## src/nret_pkg.sv

```systemverilog
// Shared types, constants and the smoothing function of the neighbor RSSI table.
package nret_pkg;

  // Default number of table entries.
  localparam int unsigned ENTRIES_DEF = 16;

  // Request kinds.
  localparam logic [1:0] KIND_UPDATE = 2'd0;
  localparam logic [1:0] KIND_LOOKUP = 2'd1;
  localparam logic [1:0] KIND_LIST   = 2'd2;

  // Most results a list request may return.
  localparam logic [4:0] MAX_RESULTS = 5'd16;

  // Reset value of the listing window in milliseconds.
  localparam logic [31:0] WINDOW_RESET = 32'd10000;

  // Value returned when a lookup finds no entry.
  localparam logic signed [7:0] LOOKUP_MISS_RSSI = -8'sd127;

  // One request beat.
  typedef struct packed {
    logic [1:0]         kind;
    logic [15:0]        addr;
    logic signed [7:0]  sample_rssi;
    logic [31:0]        now_ms;
    logic [4:0]         list_limit;
  } nret_in_t;

  // One result beat.
  typedef struct packed {
    logic [15:0]        out_addr;
    logic signed [7:0]  out_rssi;
    logic               valid_res;
    logic               last;
  } nret_out_t;

  // One stored table entry.
  typedef struct packed {
    logic [15:0]        addr;
    logic signed [7:0]  avg;
    logic [31:0]        stamp;
  } nret_entry_t;

  // Commands from the controller to the datapath.
  typedef struct packed {
    logic load;
    logic eval;
    logic finish;
  } nret_cmd_t;

  // Status from the datapath to the controller.
  typedef struct packed {
    logic stall_req;
    logic fin_ok;
  } nret_sts_t;

  // Smoothed value (31*old + sample)/32, truncated toward zero, clamped to 8 bits.
  function automatic logic signed [7:0] blend(logic signed [7:0] prev,
                                              logic signed [7:0] sample);
    logic signed [13:0] o14;
    logic signed [13:0] s14;
    logic signed [13:0] acc;
    logic signed [13:0] q;
    o14 = 14'(prev);
    s14 = 14'(sample);
    acc = (o14 <<< 5) - o14 + s14;
    q = acc >>> 5;
    // Arithmetic shift floors; round negative inexact quotients toward zero.
    if (acc[13] && (acc[4:0] != 5'd0)) begin
      q = q + 14'sd1;
    end
    if (q > 14'sd127) begin
      q = 14'sd127;
    end
    if (q < -14'sd128) begin
      q = -14'sd128;
    end
    return q[7:0];
  endfunction

endpackage

```

## src/nret_ram.sv

```systemverilog
// Generic single-write, single-read RAM with registered read data.
module nret_ram #(
  parameter int unsigned WIDTH = 8,
  parameter int unsigned DEPTH = 16,
  localparam int unsigned AW = (DEPTH > 1) ? $clog2(DEPTH) : 1
) (
  input  logic             clk_i,
  input  logic             we_i,
  input  logic [AW-1:0]    waddr_i,
  input  logic [WIDTH-1:0] wdata_i,
  input  logic             re_i,
  input  logic [AW-1:0]    raddr_i,
  output logic [WIDTH-1:0] rdata_o
);

  logic [WIDTH-1:0] mem_q [DEPTH];
  logic [WIDTH-1:0] rdata_q;

  // Write port.
  always_ff @(posedge clk_i) begin
    if (we_i) begin
      mem_q[waddr_i] <= wdata_i;
    end
  end

  // Registered read port; data holds while no read is issued.
  always_ff @(posedge clk_i) begin
    if (re_i) begin
      rdata_q <= mem_q[raddr_i];
    end
  end

  assign rdata_o = rdata_q;

endmodule

```

## src/nret_ctrl.sv

```systemverilog
// Controller: sequences the accept, the entry scan and the final step of each request.
module nret_ctrl #(
  parameter int unsigned ENTRIES = nret_pkg::ENTRIES_DEF,
  localparam int unsigned IdxW = (ENTRIES > 1) ? $clog2(ENTRIES) : 1,
  localparam int unsigned CntW = $clog2(ENTRIES + 1)
) (
  input  logic                clk_i,
  input  logic                rst_ni,
  input  logic                in_valid_i,
  output logic                in_ready_o,
  output nret_pkg::nret_cmd_t cmd_o,
  output logic                re_o,
  output logic [IdxW-1:0]     raddr_o,
  output logic [IdxW-1:0]     ev_idx_o,
  input  nret_pkg::nret_sts_t sts_i
);

  typedef enum logic [2:0] {
    ST_IDLE = 3'b001,
    ST_SCAN = 3'b010,
    ST_FIN  = 3'b100
  } state_e;

  state_e          state_q, state_d;
  logic [CntW-1:0] rd_idx_q, rd_idx_d;
  logic [IdxW-1:0] ev_idx_q, ev_idx_d;
  logic            ev_vld_q, ev_vld_d;
  logic            adv;

  // Next-state and command logic.
  always_comb begin
    state_d    = state_q;
    rd_idx_d   = rd_idx_q;
    ev_idx_d   = ev_idx_q;
    ev_vld_d   = ev_vld_q;
    in_ready_o = 1'b0;
    cmd_o      = '0;
    re_o       = 1'b0;
    adv        = 1'b0;
    case (state_q)
      ST_IDLE: begin
        in_ready_o = 1'b1;
        if (in_valid_i) begin
          cmd_o.load = 1'b1;
          rd_idx_d   = '0;
          ev_vld_d   = 1'b0;
          state_d    = ST_SCAN;
        end
      end
      ST_SCAN: begin
        // The scan holds while a list result waits for the output register.
        adv        = !(ev_vld_q && sts_i.stall_req);
        cmd_o.eval = ev_vld_q && adv;
        if (adv) begin
          if (rd_idx_q < CntW'(ENTRIES)) begin
            re_o     = 1'b1;
            ev_idx_d = rd_idx_q[IdxW-1:0];
            ev_vld_d = 1'b1;
            rd_idx_d = rd_idx_q + 1'b1;
          end else begin
            ev_vld_d = 1'b0;
            state_d  = ST_FIN;
          end
        end
      end
      ST_FIN: begin
        cmd_o.finish = 1'b1;
        if (sts_i.fin_ok) begin
          state_d = ST_IDLE;
        end
      end
      default: begin
        state_d = ST_IDLE;
      end
    endcase
  end

  assign raddr_o  = rd_idx_q[IdxW-1:0];
  assign ev_idx_o = ev_idx_q;

  // Control registers.
  always_ff @(posedge clk_i or negedge rst_ni) begin
    if (!rst_ni) begin
      state_q  <= ST_IDLE;
      rd_idx_q <= '0;
      ev_idx_q <= '0;
      ev_vld_q <= 1'b0;
    end else begin
      state_q  <= state_d;
      rd_idx_q <= rd_idx_d;
      ev_idx_q <= ev_idx_d;
      ev_vld_q <= ev_vld_d;
    end
  end

`ifndef NO_ASSERTIONS
  // The read counter never runs past the table.
  a_rd_idx_bound: assert property (@(posedge clk_i) disable iff (!rst_ni)
    rd_idx_q <= CntW'(ENTRIES))
    else $error("read index ran past the table");

  // An evaluated entry always has read data behind it.
  a_eval_has_data: assert property (@(posedge clk_i) disable iff (!rst_ni)
    (state_q == ST_SCAN && rd_idx_q == CntW'(ENTRIES)) |-> ev_vld_q)
    else $error("scan ended without evaluating the last entry");
`endif

endmodule

```

## src/nret_dp.sv

```systemverilog
// Datapath: table storage, request registers, scan trackers and the output register.
module nret_dp #(
  parameter int unsigned ENTRIES = nret_pkg::ENTRIES_DEF,
  localparam int unsigned IdxW = (ENTRIES > 1) ? $clog2(ENTRIES) : 1
) (
  input  logic                clk_i,
  input  logic                rst_ni,
  input  logic                cfg_valid_i,
  input  logic [31:0]         cfg_data_i,
  input  nret_pkg::nret_in_t  in_data_i,
  input  nret_pkg::nret_cmd_t cmd_i,
  input  logic                re_i,
  input  logic [IdxW-1:0]     raddr_i,
  input  logic [IdxW-1:0]     ev_idx_i,
  output nret_pkg::nret_sts_t sts_o,
  output logic                out_valid_o,
  input  logic                out_ready_i,
  output nret_pkg::nret_out_t out_data_o
);

  localparam int unsigned EntW = $bits(nret_pkg::nret_entry_t);

  logic [31:0]           window_q;
  nret_pkg::nret_in_t    req_q;
  logic [ENTRIES-1:0]    vld_q;
  logic                  hit_q;
  logic [IdxW-1:0]       hit_idx_q;
  logic signed [7:0]     hit_avg_q;
  logic [IdxW-1:0]       old_idx_q;
  logic [31:0]           old_stamp_q;
  logic [4:0]            cnt_q;
  logic                  pend_vld_q;
  nret_pkg::nret_entry_t pend_q;
  logic                  out_vld_q;
  nret_pkg::nret_out_t   out_q, out_d;
  logic                  out_load;

  logic [EntW-1:0]       ram_rdata;
  nret_pkg::nret_entry_t entry;
  nret_pkg::nret_entry_t wdata;
  logic [IdxW-1:0]       waddr;
  logic                  we;
  logic                  is_update, is_lookup, is_list;
  logic                  qual, take, out_free;
  logic [4:0]            lim;

  // Window register; must be written only while the block is idle (not enforced).
  always_ff @(posedge clk_i or negedge rst_ni) begin
    if (!rst_ni) begin
      window_q <= nret_pkg::WINDOW_RESET;
    end else if (cfg_valid_i) begin
      window_q <= cfg_data_i;
    end
  end

  // Table storage.
  nret_ram #(
    .WIDTH (EntW),
    .DEPTH (ENTRIES)
  ) u_ram (
    .clk_i   (clk_i),
    .we_i    (we),
    .waddr_i (waddr),
    .wdata_i (wdata),
    .re_i    (re_i),
    .raddr_i (raddr_i),
    .rdata_o (ram_rdata)
  );

  // Request decode and evaluation of the entry under scan.
  always_comb begin
    is_update = (req_q.kind == nret_pkg::KIND_UPDATE);
    is_lookup = (req_q.kind == nret_pkg::KIND_LOOKUP);
    is_list   = (req_q.kind == nret_pkg::KIND_LIST);
    // An entry never written reads as empty.
    entry     = vld_q[ev_idx_i] ? nret_pkg::nret_entry_t'(ram_rdata) : '0;
    lim       = (req_q.list_limit > nret_pkg::MAX_RESULTS) ? nret_pkg::MAX_RESULTS
                                                           : req_q.list_limit;
    qual      = (entry.addr != 16'd0) && ((req_q.now_ms - entry.stamp) < window_q);
    take      = is_list && qual && (cnt_q < lim);
    out_free  = !out_vld_q || out_ready_i;
    sts_o.stall_req = take && pend_vld_q && !out_free;
    sts_o.fin_ok    = !(is_lookup || is_list) || out_free;
  end

  // Write of the final update step: blend on a hit, replace the oldest otherwise.
  always_comb begin
    we          = cmd_i.finish && is_update;
    waddr       = hit_q ? hit_idx_q : old_idx_q;
    wdata.addr  = req_q.addr;
    wdata.avg   = hit_q ? nret_pkg::blend(hit_avg_q, req_q.sample_rssi)
                        : req_q.sample_rssi;
    wdata.stamp = req_q.now_ms;
  end

  // Output register loads: a pushed list beat or the final beat of a lookup or list.
  always_comb begin
    out_load = 1'b0;
    out_d    = out_q;
    if (cmd_i.eval && take && pend_vld_q) begin
      out_load = 1'b1;
      out_d    = '{out_addr: pend_q.addr, out_rssi: pend_q.avg,
                   valid_res: 1'b1, last: 1'b0};
    end else if (cmd_i.finish && out_free && is_lookup) begin
      out_load = 1'b1;
      out_d    = '{out_addr: req_q.addr,
                   out_rssi: hit_q ? hit_avg_q : nret_pkg::LOOKUP_MISS_RSSI,
                   valid_res: hit_q, last: 1'b1};
    end else if (cmd_i.finish && out_free && is_list) begin
      out_load = 1'b1;
      if (pend_vld_q) begin
        out_d = '{out_addr: pend_q.addr, out_rssi: pend_q.avg,
                  valid_res: 1'b1, last: 1'b1};
      end else begin
        out_d = '{out_addr: 16'd0, out_rssi: 8'sd0, valid_res: 1'b0, last: 1'b1};
      end
    end
  end

  // Request payload and scan trackers.
  always_ff @(posedge clk_i) begin
    if (cmd_i.load) begin
      req_q <= in_data_i;
    end
    if (cmd_i.eval) begin
      if (!hit_q && (entry.addr == req_q.addr)) begin
        hit_idx_q <= ev_idx_i;
        hit_avg_q <= entry.avg;
      end
      // Oldest stamp, strict compare so the lowest index wins ties.
      if ((ev_idx_i == '0) || (entry.stamp < old_stamp_q)) begin
        old_idx_q   <= ev_idx_i;
        old_stamp_q <= entry.stamp;
      end
      if (take) begin
        pend_q <= entry;
      end
    end
    if (out_load) begin
      out_q <= out_d;
    end
  end

  // Control flags: valid bits, hit flag, list count, pending and output valid.
  always_ff @(posedge clk_i or negedge rst_ni) begin
    if (!rst_ni) begin
      vld_q      <= '0;
      hit_q      <= 1'b0;
      cnt_q      <= '0;
      pend_vld_q <= 1'b0;
      out_vld_q  <= 1'b0;
    end else begin
      if (cmd_i.load) begin
        hit_q      <= 1'b0;
        cnt_q      <= '0;
        pend_vld_q <= 1'b0;
      end
      if (cmd_i.eval && (entry.addr == req_q.addr)) begin
        hit_q <= 1'b1;
      end
      if (cmd_i.eval && take) begin
        cnt_q      <= cnt_q + 5'd1;
        pend_vld_q <= 1'b1;
      end
      if (we) begin
        vld_q[waddr] <= 1'b1;
      end
      if (out_load) begin
        out_vld_q <= 1'b1;
      end else if (out_ready_i) begin
        out_vld_q <= 1'b0;
      end
    end
  end

  assign out_valid_o = out_vld_q;
  assign out_data_o  = out_q;

`ifndef NO_ASSERTIONS
  // A result never overwrites a beat that has not been taken.
  a_out_no_overwrite: assert property (@(posedge clk_i) disable iff (!rst_ni)
    out_load |-> (!out_vld_q || out_ready_i))
    else $error("output register overwritten");

  // The list count stays within the result cap.
  a_cnt_cap: assert property (@(posedge clk_i) disable iff (!rst_ni)
    cnt_q <= nret_pkg::MAX_RESULTS)
    else $error("list count beyond cap");

  // The table is never read and written in the same cycle.
  a_ram_one_port: assert property (@(posedge clk_i) disable iff (!rst_ni)
    !(we && re_i))
    else $error("table read and write collide");
`endif

endmodule

```

## src/neighbor_rssi_ewma_table_unit.sv

```systemverilog
// Top level of the neighbor RSSI smoothing table.
//
// Requests enter on the in_* channel (valid/ready), one beat per request:
// update blends a sample into the entry for an address or replaces the
// entry with the oldest stamp, lookup returns one beat, list returns a beat per
// recent occupied entry up to its limit or one empty beat, the final one marked last.
// Results leave on the out_* channel (valid/ready) through an output register.
// The cfg_* channel writes the listing window; it is always ready. It must be
// written only while no request is in flight, which the block does not enforce.
// Each request passes through an accept step, a scan that reads each entry
// through the single read port of the table RAM and evaluates it after its
// read, and a final step for the table write or the last result beat.
// A new request is accepted once the previous one has finished, even while
// its last result still waits in the output register.
// When the receiver stalls, the list scan holds until the output register
// frees, and the final step waits likewise; no beat is lost.
// Reset empties the table through per-entry valid bits at once and sets the
// window to 10000 ms.
module neighbor_rssi_ewma_table_unit #(
  parameter int unsigned ENTRIES = nret_pkg::ENTRIES_DEF
) (
  input  logic                clk_i,
  input  logic                rst_ni,
  input  logic                cfg_valid_i,
  output logic                cfg_ready_o,
  input  logic [31:0]         cfg_data_i,
  input  logic                in_valid_i,
  output logic                in_ready_o,
  input  nret_pkg::nret_in_t  in_data_i,
  output logic                out_valid_o,
  input  logic                out_ready_i,
  output nret_pkg::nret_out_t out_data_o
);

  localparam int unsigned IdxW = (ENTRIES > 1) ? $clog2(ENTRIES) : 1;

  nret_pkg::nret_cmd_t cmd;
  nret_pkg::nret_sts_t sts;
  logic                re;
  logic [IdxW-1:0]     raddr;
  logic [IdxW-1:0]     ev_idx;

  // The window register takes a beat in any cycle.
  assign cfg_ready_o = 1'b1;

  // Sequencer.
  nret_ctrl #(
    .ENTRIES (ENTRIES)
  ) u_ctrl (
    .clk_i      (clk_i),
    .rst_ni     (rst_ni),
    .in_valid_i (in_valid_i),
    .in_ready_o (in_ready_o),
    .cmd_o      (cmd),
    .re_o       (re),
    .raddr_o    (raddr),
    .ev_idx_o   (ev_idx),
    .sts_i      (sts)
  );

  // Table and result logic.
  nret_dp #(
    .ENTRIES (ENTRIES)
  ) u_dp (
    .clk_i       (clk_i),
    .rst_ni      (rst_ni),
    .cfg_valid_i (cfg_valid_i),
    .cfg_data_i  (cfg_data_i),
    .in_data_i   (in_data_i),
    .cmd_i       (cmd),
    .re_i        (re),
    .raddr_i     (raddr),
    .ev_idx_i    (ev_idx),
    .sts_o       (sts),
    .out_valid_o (out_valid_o),
    .out_ready_i (out_ready_i),
    .out_data_o  (out_data_o)
  );

endmodule
```

## config.mk

```make
export PLATFORM = sky130hd
export DESIGN_NAME = neighbor_rssi_ewma_table_unit
export DESIGN_NICKNAME = d
export VERILOG_FILES = /design/src/nret_pkg.sv /design/src/nret_ram.sv /design/src/nret_ctrl.sv /design/src/nret_dp.sv /design/src/neighbor_rssi_ewma_table_unit.sv
export SDC_FILE = /design/constraint.sdc
export NUM_CORES = 1
export LEC_CHECK = 0
export ABC_CLOCK_PERIOD_IN_PS = 10800
export BUFFER_PORTS_ARGS = -buffer_cell sky130_fd_sc_hd__buf_4
export CORE_AREA = 2 2 412 414
export DETAILED_ROUTE_END_ITERATION = 12
export DIE_AREA = 0 0 414 416
export SYNTH_ARGS = -nofsm -noshare
export SYNTH_HDL_FRONTEND = slang
export SYNTH_SLANG_ARGS = --single-unit
export TNS_END_PERCENT = 5
```

## constraint.sdc

```tcl
create_clock -name clk_i -period 10.8 [get_ports clk_i]
set_input_delay 2.16 -clock clk_i [delete_from_list [all_inputs] [get_ports clk_i]]
set_output_delay 2.16 -clock clk_i [all_outputs]
set_load 0.03 [all_outputs]
```

==> impl_metrics.ini, run 1 <==
[timing]
hold_violations = 0
setup_ws_ns = 2.63
period_needed_ns = 8.17
maxSlewHeadroom = 0.181
minimum_hold_slack_ns = 0.461
worst-slew-pin-transition_ns = 1.23
max_freq_mhz = 122
setup-tns-final_ns = 0
post_route_skew_ns = 0.0189
rsz0062_at_grt = no
setup_violations = 0
maxSlewViolCount = 0
finalCritPeriodShare = 0.757

[synthesis]
syn-num-nets = 2814
syn-instance-count = 2584
synthesized_area_per_cell_sq_um = 18.7
post_synth_instance_area_sq_um = 48400
synth.ff_latch_count = 1182
synthDominantCellAreaShare = 0.690
yosys_warnings = 0
dominantRegCellSynth = sky130_fd_sc_hd__edfxtp_1
post_synth_most_frequent_cells = sky130_fd_sc_hd__edfxtp_1 (1113), sky130_fd_sc_hd__mux4_2 (285), sky130_fd_sc_hd__nand2_1 (165)
synth_sequential_area_ratio = 0.726
postSynth.asyncResetShare = 0.0584
synth_top_area_cell = sky130_fd_sc_hd__edfxtp_1
post_synth_main_area_contributors = sky130_fd_sc_hd__edfxtp_1 (69%), sky130_fd_sc_hd__mux4_2 (13%), sky130_fd_sc_hd__dfrtp_1 (3.3%), sky130_fd_sc_hd__ha_1 (3.1%), sky130_fd_sc_hd__nand2_1 (1.3%)
yosys.cell_count.top_type = sky130_fd_sc_hd__edfxtp_1
synth_enable_flop_cells = 1113
synth.distinct_cells = 68

[placement]
gp_routability_congestion = 0.839
placed_area_sq_um = 52300
numPortBuffers = 127
hpwlAfterDp_um = 70600
pre_cts_ws_ns = 2.62
placed_cells_incl_taps = 4880

[global_routing]
vias_in_the_first_global_route = 25219
global_route_wire_length_before_repair_um = 173000
maximum_number_of_pins_on_one_net_before_global_route_repair = 130
antenna_found_initial = 3
grtUsageTotal = 0.136
globalRoute.totalOverflow = 0

[power]
power.combinational.fraction = 0.168
power_frac_clock = 0.366
ir_worst_vdd_mv = 0.138
p_leak_nw = 19.0
sequential_power_share = 0.466
switching_power_mw = 3.24
p_per_area_nw_per_um2 = 216
finalPower_mw = 12.3
intPower_mw = 9.01
switching_share = 0.265

[setup_path]
cp_max_fo = 40
critical_path_class = reg2reg
cp_top_family = compound AO/OA/AOI/OAI gates
arrival_time_of_data_at_the_critical_path_endpoint_ns = 8.82
worst_path_max_delay_cell = sky130_fd_sc_hd__mux4_2
worstPathBufferInverterCount = 1
crit_path_cell_trace = mux4_2 > mux4_2 > and2_1 > ha_1 > nor2b_1 > o2111ai_1 > a21oi_1 > o41ai_1 > o311ai_0 > nand2_1 > o21ai_0 > nand3_1 > a221oi_1 > ha_1 > nand4_1 > a211oi_1 > o21ai_0 > and4b_1 > a21oi_4 > buf_4 > mux2_2
startpoint_type = flip-flop
setup.worst_path.end_class = flip-flop
timing.critical_path.required_ns = 11.45
slowest_delay_ns = 0.79

[routing]
final_antenna_net_count = 0
detail_route.first_pass.iterations = 5
total_routed_length_um = 117000
drt-wirelength-per-cell_um = 22.9
drc = 0
number_of_drc_markers_in_iteration_0 = 2234
vias_per_cell = 4.75
vias = 24326

[cells_and_area]
layout.core_utilization = 0.337
final_net_count = 3026
drive_gt1_frac = 0.246
layout-area-overhead-vs-synth_pct = 17.0
layoutNonFillerInstCount = 5116
antenna_cells_inserted = 0
seq_area_sq_um = 35200
combined_area_of_the_multi_input_logic_cells_sq_um = 12500
fill_cells = 15859
fin_area_sq_um = 56700

[cts]
cts_buffers = 132
root_cell_of_the_clock_tree = sky130_fd_sc_hd__clkbuf_16
worst_setup_hold_path_clk_slew_ns = 0.06
post_cts.repair.setup_buffers = 0
holdBufCountCts = 0
cts_tree = built
post_cts.resized_instances = 0
clk_latency_ns = 0.77
clock_sink_count = 1182
clock_tree.htree_level_count = 4
clock_path_buffers = 3

[outcome]
run_status = finished clean

[hold_path]
worst_hold_path_type = reg2reg

[floorplan]
row_count = 151
total_die_area_sq_um = 172000
die_h_um = 416
core-area_sq_um = 168000
floorplan.initialDensity = 0.288
top_level_ports = 129
floorplan.die.width_um = 414

[run]
number_of_maximum_capacitance_violations = 0
## registers in the layout, summed over array words and instances (netlist names), 16 cells and up
signal,cells
u_dp.vld_q,16
u_dp.pend_q,24
u_dp.u_ram.mem_q,896
u_dp.window_q,32
u_dp.out_data_o,26
u_dp.req_q,63
u_dp.u_ram.rdata_o,56
u_dp.old_stamp_q,32
## area by class of cell
type | count | area share
Timing Repair Buffer | 177 | 0.0237
Multi-Input combinational cell | 1162 | 0.220
Clock buffer | 165 | 0.0625
Inverter | 141 | 0.00939
Sequential cell | 1182 | 0.621
Clock inverter | 71 | 0.0142
Tap cell | 2218 | 0.0490
## cells by family after synthesis
group           Yosys count  synth area share
mux                     296             0.135
xor+xnor                 56            0.0101
other cells               1         0.0000774
fa+ha+maj               130            0.0350
flops                  1182             0.726
buf+inv                 240            0.0188
compound gates          260            0.0335
simple gates            419            0.0414
## worst reg2reg max path, stage by stage (launching register included)
cell	delay, ns
sky130_fd_sc_hd__dfrtp_1	0.57
sky130_fd_sc_hd__mux4_2	0.57
sky130_fd_sc_hd__mux4_2	0.79
sky130_fd_sc_hd__and2_1	0.33
sky130_fd_sc_hd__ha_1	0.20
sky130_fd_sc_hd__nor2b_1	0.15
sky130_fd_sc_hd__o2111ai_1	0.15
sky130_fd_sc_hd__a21oi_1	0.30
sky130_fd_sc_hd__o41ai_1	0.19
sky130_fd_sc_hd__o311ai_0	0.67
sky130_fd_sc_hd__nand2_1	0.26
sky130_fd_sc_hd__o21ai_0	0.46
sky130_fd_sc_hd__nand3_1	0.15
sky130_fd_sc_hd__a221oi_1	0.29
sky130_fd_sc_hd__ha_1	0.18
sky130_fd_sc_hd__nand4_1	0.18
sky130_fd_sc_hd__a211oi_1	0.24
sky130_fd_sc_hd__o21ai_0	0.19
sky130_fd_sc_hd__and4b_1	0.35
sky130_fd_sc_hd__a21oi_4	0.71
sky130_fd_sc_hd__buf_4	0.72
sky130_fd_sc_hd__mux2_2	0.42
## worst paths after layout
path / depth (start not counted) / to / from / slack (ns)
hold / removal: 1 / u_dp.vld_q[13]$_DFFE_PN0P_ / u_dp.vld_q[13]$_DFFE_PN0P_ / 0.46
setup / recovery: 21 / u_ctrl.ev_idx_o[0]$_DFFE_PN0P_ / u_ctrl.ev_idx_o[0]$_DFFE_PN0P_ / 2.63
hold reg to reg: 1 / u_dp.vld_q[13]$_DFFE_PN0P_ / u_dp.vld_q[13]$_DFFE_PN0P_ / 0.46
setup reg to reg: 21 / u_ctrl.ev_idx_o[0]$_DFFE_PN0P_ / u_ctrl.ev_idx_o[0]$_DFFE_PN0P_ / 2.63
min in group asynchronous: 1 / u_dp.window_q[28]$_DFFE_PN0P_ / rst_ni / 1.23
max in group asynchronous: 2 / u_ctrl.rd_idx_q[3]$_DFFE_PN0P_ / rst_ni / 8.39
## per-layer routing
layer / vias to the layer above / GRT usage / part of all wire
met5: - / 0 / 0
li1: 10735 / - / -
met1: 12748 / 0.184 / 0.43
met4: 0 / 0.0394 / 0.022
met3: 170 / 0.0228 / 0.048
met2: 673 / 0.227 / 0.50
## power by group through the flow
stage | clock network, mW | registers, mW | logic, mW
global placement | 0 | 5.80 | 2.08
global route | 4.77 | 5.75 | 2.27
floorplan | 0 | 5.62 | 1.61
CTS | 4.59 | 5.71 | 2.10
finish | 4.49 | 5.71 | 2.06
detailed placement | 0 | 5.81 | 2.09
## cells in the final DEF (no fill, tap or decap), types with 31 or more instances in the layout
cell type,n
sky130_fd_sc_hd__ha_1,121
sky130_fd_sc_hd__mux4_2,285
sky130_fd_sc_hd__a21oi_1,57
sky130_fd_sc_hd__xnor2_1,40
sky130_fd_sc_hd__and2_1,31
sky130_fd_sc_hd__o21ai_0,88
sky130_fd_sc_hd__nor2_1,53
sky130_fd_sc_hd__inv_1,140
sky130_fd_sc_hd__edfxtp_1,1113
sky130_fd_sc_hd__buf_4,176
sky130_fd_sc_hd__nand3_1,53
sky130_fd_sc_hd__dfrtp_1,59
sky130_fd_sc_hd__clkbuf_16,135
sky130_fd_sc_hd__nand2_1,165
No activity file was read; power rests on OpenSTA's default activity.
==> run 2: changes to the inputs <==
Settings changed: ABC_CLOCK_PERIOD_IN_PS 10800 to 7800.
Clock period 10.8 ns to 7.8 ns, I/O delays scaled along.
==> run 2 against run 1 <==
Net effect:
- non-clock buffer count rose by 2
- largest cell class unchanged
- global-route usage down 0.25 points
- power grew 36%
- first-iteration DRC count rose by 3.0%
- sequential power increased by 38%
- critical path depth is 2 higher
==> impl_metrics.ini, run 2 (synthesis gave the netlist of run 1 again) <==
[placement]
placed_cells_incl_taps = 4879
gp_routability_congestion = 0.831
placed_area_sq_um = 52300
hpwlAfterDp_um = 70200
pre_cts_ws_ns = 0.387
numPortBuffers = 127

[timing]
hold_violations = 0
worst-slew-pin-transition_ns = 1.25
maxSlewHeadroom = 0.161
finalCritPeriodShare = 0.929
setup-tns-final_ns = 0
max_freq_mhz = 138
post_route_skew_ns = 0.0337
minimum_hold_slack_ns = 0.460
rsz0062_at_grt = no
period_needed_ns = 7.25
setup_ws_ns = 0.552
setup_violations = 0
maxSlewViolCount = 0

[global_routing]
antenna_found_initial = 5
globalRoute.totalOverflow = 0
maximum_number_of_pins_on_one_net_before_global_route_repair = 111
global_route_wire_length_before_repair_um = 170000
grtUsageTotal = 0.134
vias_in_the_first_global_route = 24771

[cells_and_area]
largest_register_ffs = 896
fill_cells = 15879
most_common_cell_after_layout_fill_and_taps_aside = sky130_fd_sc_hd__edfxtp_1
fin_area_sq_um = 56500
combined_area_of_the_multi_input_logic_cells_sq_um = 12500
layoutNonFillerInstCount = 5116
register_ranked_first_by_flip_flop_count = u_dp.u_ram.mem_q
layout-area-overhead-vs-synth_pct = 16.6
seq_area_sq_um = 35200
final_net_count = 3027
layout.cells.most_common_list = sky130_fd_sc_hd__edfxtp_1 (1113), sky130_fd_sc_hd__mux4_2 (285), sky130_fd_sc_hd__buf_4 (175)
layout.core_utilization = 0.336
drive_gt1_frac = 0.243

[setup_path]
critical_path_class = reg2reg
cp_max_fo = 11
arrival_time_of_data_at_the_critical_path_endpoint_ns = 7.70
setup.worst_path.end_class = flip-flop
slowest_delay_ns = 0.65
worst_path_max_delay_cell = sky130_fd_sc_hd__mux4_2
crit_path_cell_trace = mux4_2 > mux4_2 > and2_1 > ha_1 > nor2b_1 > o2111ai_1 > a21oi_1 > o41ai_1 > buf_4 > o311ai_0 > nand2_1 > o21ai_1 > nand3_1 > a221oi_1 > ha_1 > nand4_1 > a211oi_1 > o21ai_0 > and4b_1 > nor2_1 > nand3_1 > nor2_1 > buf_4
timing.critical_path.required_ns = 8.25
startpoint_type = flip-flop
r2r_cells = 23

[cts]
holdBufCountCts = 0
clock_tree.htree_level_count = 4
clock_sink_count = 1182
clock_path_buffers = 3
cts_buffers = 131
cts_tree = built
root_cell_of_the_clock_tree = sky130_fd_sc_hd__clkbuf_16
worst_setup_hold_path_clk_slew_ns = 0.06
clk_latency_ns = 0.76

[routing]
drt-wirelength-per-cell_um = 22.7
total_routed_length_um = 116000
drc = 0
vias_per_cell = 4.76
final_antenna_net_count = 0
detail_route.first_pass.iterations = 7
number_of_drc_markers_in_iteration_0 = 2302
vias = 24330

[floorplan]
floorplan.die.width_um = 414
core-area_sq_um = 168000
top_level_ports = 129
row_count = 151
total_die_area_sq_um = 172000
die_h_um = 416
floorplan.initialDensity = 0.288

[power]
finalPower_mw = 16.7
p_leak_nw = 18.9
ir_worst_vdd_mv = 0.265
p_per_area_nw_per_um2 = 295

[hold_path]
hold_depth = 1
worst_hold_path_type = reg2reg

[outcome]
run_status = finished clean

[run]
number_of_maximum_capacitance_violations = 0
run 2: worst max-delay path: cells and delay by family (launching register included):
family | cells | cell delay [ns]
and+or+nand+nor | 9 | 2.03
muxes | 2 | 1.22
DFF | 1 | 0.60
AOI/OAI and AO/OA | 8 | 2.31
buffers and inverters | 2 | 0.44
adders and majority gates | 2 | 0.38
run 2: power by group:
part	internal, mW	total, mW	leakage (nW)	switching [mW]
clock	3.41	5.92	1.99	2.51
sequential	7.46	7.89	10.9	0.428
combinational	1.40	2.88	6.00	1.48
total	12.3	16.7	18.9	4.42
run 2: metal layers:
metal / GRT usage / routed length [um]
met2: 0.218 / 56500
met4: 0.0441 / 3100
met3: 0.0230 / 6090
met5: 0 / 0
met1: 0.182 / 50700
run 2: cell type report:
| cell class | instances | share of cell area |
|---|---|---|
| timing repair buffer | 179 | 0.0247 |
| tap | 2218 | 0.0491 |
| inverter | 141 | 0.00942 |
| multi-input combinational | 1162 | 0.221 |
| antenna | 1 | 0.0000443 |
| clock inverter | 71 | 0.0106 |
| sequential | 1182 | 0.623 |
| clock buffer | 162 | 0.0621 |
run 2: worst paths after layout:
| path | startpoint | slack (ns) | end |
|---|---|---|---|
| worst max-delay path | u_ctrl.ev_idx_o[0]$_DFFE_PN0P_ | 0.55 | u_dp.hit_avg_q[1]$_DFFE_PP_ |
| worst min-delay path | u_dp.vld_q[14]$_DFFE_PN0P_ | 0.46 | u_dp.vld_q[14]$_DFFE_PN0P_ |
| worst max register to register | u_ctrl.ev_idx_o[0]$_DFFE_PN0P_ | 0.55 | u_dp.hit_avg_q[1]$_DFFE_PP_ |
| worst min register to register | u_dp.vld_q[14]$_DFFE_PN0P_ | 0.46 | u_dp.vld_q[14]$_DFFE_PN0P_ |
| max in group asynchronous | rst_ni | 6.04 | u_ctrl.rd_idx_q[0]$_DFFE_PN0P_ |
| min in group asynchronous | rst_ni | 0.93 | u_dp.window_q[27]$_DFFE_PN0P_ |
run 2: repair_timing:
item / CTS / global route
endpoints found under the setup margin: 0 / 24
resized for setup: 0 / 1
buffers inserted: 0 / 3
==> run 3: changes to the inputs <==
Settings changed: CORE_AREA 2 2 412 414 to 2 2 413 415, DIE_AREA 0 0 414 416 to 0 0 415 417, SYNTH_HIERARCHICAL set to 1.
==> run 3 against run 2 <==
Net effect:
- synthesized area rose by 0.48%
- setup slack gained 0.063 ns
- flip-flop and latch count unchanged
- core utilization down 0.13 points
- highest routed layer unchanged
- final cell count increased by 1.7%
- power grew 1.5%
- sequential share of layout area rose by 0.083 points
- clock power fell by 3.5%
- register-to-register slack gained 0.06 ns
- via count is 4.6% higher
- critical path type unchanged
- non-clock buffer count rose by 9
- hold slack worse by 0.0071 ns
==> impl_metrics.ini, run 3 <==
[setup_path]
startpoint_type = flip-flop
arrival_time_of_data_at_the_critical_path_endpoint_ns = 7.59
r2r_cells = 29
startpoint = u_ctrl/ev_idx_o[0]$_DFFE_PN0P_
slowest_delay_ns = 0.53
cp_max_fo = 12
timing.critical_path.required_ns = 8.20
r2r_setup_slack_ns = 0.61
worst_path_max_delay_cell = sky130_fd_sc_hd__mux4_2
r2r_start = u_ctrl/ev_idx_o[0]$_DFFE_PN0P_
setup.worst_path.end_class = flip-flop
r2r-end = u_dp/hit_avg_q[5]$_DFFE_PP_
critical_path_class = reg2reg

[synthesis]
synthDominantCellAreaShare = 0.687
yosys.cell_count.top_type = sky130_fd_sc_hd__edfxtp_1
yosys_warnings = 6
post_synth_main_area_contributors = sky130_fd_sc_hd__edfxtp_1 (69%), sky130_fd_sc_hd__mux4_2 (11%), sky130_fd_sc_hd__dfrtp_1 (3.2%), sky130_fd_sc_hd__ha_1 (3.2%), sky130_fd_sc_hd__a22oi_1 (1.8%)
dominantRegCellSynth = sky130_fd_sc_hd__edfxtp_1
synth_sequential_area_ratio = 0.723
syn-num-nets = 2911
synth.distinct_cells = 95
post_synth_most_frequent_cells = sky130_fd_sc_hd__edfxtp_1 (1113), sky130_fd_sc_hd__mux4_2 (228), sky130_fd_sc_hd__nand2_1 (170)
synth_top_area_cell = sky130_fd_sc_hd__edfxtp_1
synth.ff_latch_count = 1182
synth_enable_flop_cells = 1113
synthesized_area_per_cell_sq_um = 18.2
post_synth_instance_area_sq_um = 48700
postSynth.asyncResetShare = 0.0584
syn-instance-count = 2679

[cells_and_area]
layout.cells.most_common_list = sky130_fd_sc_hd__edfxtp_1 (1113), sky130_fd_sc_hd__mux4_2 (228), sky130_fd_sc_hd__buf_4 (182)
final_net_count = 3115
largest_register_ffs = 896
layout-area-overhead-vs-synth_pct = 15.9
drive_gt1_frac = 0.219
register_ranked_first_by_flip_flop_count = u_dp/u_ram/mem_q
most_common_cell_after_layout_fill_and_taps_aside = sky130_fd_sc_hd__edfxtp_1
layout.core_utilization = 0.335

[floorplan]
floorplan.die.width_um = 415
floorplan.initialDensity = 0.289
die_h_um = 417
total_die_area_sq_um = 173000
top_level_ports = 129
row_count = 151
core-area_sq_um = 169000

[timing]
maxSlewHeadroom = 0.184
post_route_skew_ns = 0.0267
rsz0062_at_grt = no
worst-slew-pin-transition_ns = 1.22
setup_violations = 0
setup-tns-final_ns = 0
period_needed_ns = 7.19
maxSlewViolCount = 0
setup_ws_ns = 0.615
max_freq_mhz = 139
finalCritPeriodShare = 0.921
hold_violations = 0

[cts]
root_cell_of_the_clock_tree = sky130_fd_sc_hd__clkbuf_16
cts_tree = built
clock_tree.htree_level_count = 3
clock_sink_count = 1182
cts_buffers = 118
clk_latency_ns = 0.72
clock_path_buffers = 3
holdBufCountCts = 0
worst_setup_hold_path_clk_slew_ns = 0.06

[routing]
drt-wirelength-per-cell_um = 23.4
vias_per_cell = 4.89
number_of_drc_markers_in_iteration_0 = 2446
total_routed_length_um = 122000
final_antenna_net_count = 0
detail_route.first_pass.iterations = 5
vias = 25458
drc = 0

[power]
finalPower_mw = 16.9
p_per_area_nw_per_um2 = 300
ir_worst_vdd_mv = 0.286
p_leak_nw = 19.2

[placement]
numPortBuffers = 127
pre_cts_ws_ns = 0.422
gp_routability_congestion = 0.844
hpwlAfterDp_um = 71100

[global_routing]
vias_in_the_first_global_route = 25784
grtUsageTotal = 0.139
antenna_found_initial = 1
maximum_number_of_pins_on_one_net_before_global_route_repair = 130
globalRoute.totalOverflow = 0
global_route_wire_length_before_repair_um = 178000

[run]
number_of_maximum_capacitance_violations = 0

[hold_path]
whs_endpoint = u_dp/vld_q[10]$_DFFE_PN0P_
hold_depth = 1
worst_hold_path_type = reg2reg
hold_start = u_dp/vld_q[10]$_DFFE_PN0P_

[outcome]
run_status = finished clean
==> run 3: changes by cell type after synthesis, sizes merged, moves of 13 or more <==
cell and change:
a21o +24, a22o +18, a22oi +109, buf +18, clkbuf -13, inv +14
mux4 -57, nand3 -35, nor3 +16
==> run 3: power breakdown <==
part	leakage, nW	internal (mW)	switching (mW)
Clock	1.90	3.29	2.43
Sequential	11.0	7.48	0.451
Combinational	6.31	1.50	1.78
==> run 3: kinds of logic after synthesis <==
kind of cell	Yosys count	share of synthesized area
buffers and inverters	259	0.0239
and+or+nand+nor	396	0.0401
other	1	0.0000771
xor gates and xnor gates	48	0.00864
DFF	1182	0.723
adders and majority gates	132	0.0353
AOI/OAI and AO/OA	418	0.0603
muxes	243	0.109
==> run 3: repair_timing <==
item | CTS | global route
endpoints found under the setup margin | 0 | 29
buffers inserted | 0 | 1
resized for setup | 0 | 1
==> run 3: per-stage QoR <==
stage | area [sq um] | hold slack, ns | instances
floorplan | 48700 | 0.423 | 2679
global placement | 52500 | 0.434 | 4979
detailed placement | 52500 | 0.441 | 4979
CTS | 56400 | 0.455 | 5202
global route | 56400 | 0.471 | 5205
finish | 56400 | 0.453 | 5205
==> run 3: cell type report <==
class	instances	area [sq um]
clock buffer	142	3130
antenna	1	2.50
multi-input combinational	1238	12500
clock inverter	81	767
fill	16054	112000
tap	2218	2780
inverter	155	584
timing repair buffer	188	1490
sequential	1182	35200
==> run 3: worst max-delay path by stage <==
stage / endpoint / slack, ns / cells after the start
detailed placement: u_dp/hit_avg_q[2]$_DFFE_PP_ / 0.42 / 29
finish: u_dp/hit_avg_q[5]$_DFFE_PP_ / 0.61 / 29
global placement: u_dp/hit_avg_q[2]$_DFFE_PP_ / 0.49 / 29
global route: u_dp/hit_avg_q[5]$_DFFE_PP_ / 0.03 / 29
floorplan: u_dp/old_idx_q[0]$_DFFE_PP_ / 0.24 / 27
CTS: u_dp/hit_avg_q[5]$_DFFE_PP_ / 0.38 / 29
==> run 3: per-layer routing <==
metal  up-vias  part of all wire  track usage  routed length [um]
met5         -                 0            0                   0
met2       763              0.49        0.233               59900
met4         0             0.021       0.0328                2530
li1      11120                 -            -                   -
met3       163             0.053       0.0242                6500
met1     13412              0.43        0.188               52800
==> run 3: critical path: cells and delay by family (launching register included) <==
family,cells,cell delay [ns]
DFF,1,0.49
and+or+nand+nor,9,1.63
xor gates and xnor gates,1,0.10
AOI/OAI and AO/OA,11,2.43
muxes,3,0.96
buffers and inverters,3,0.62
adders and majority gates,2,0.61
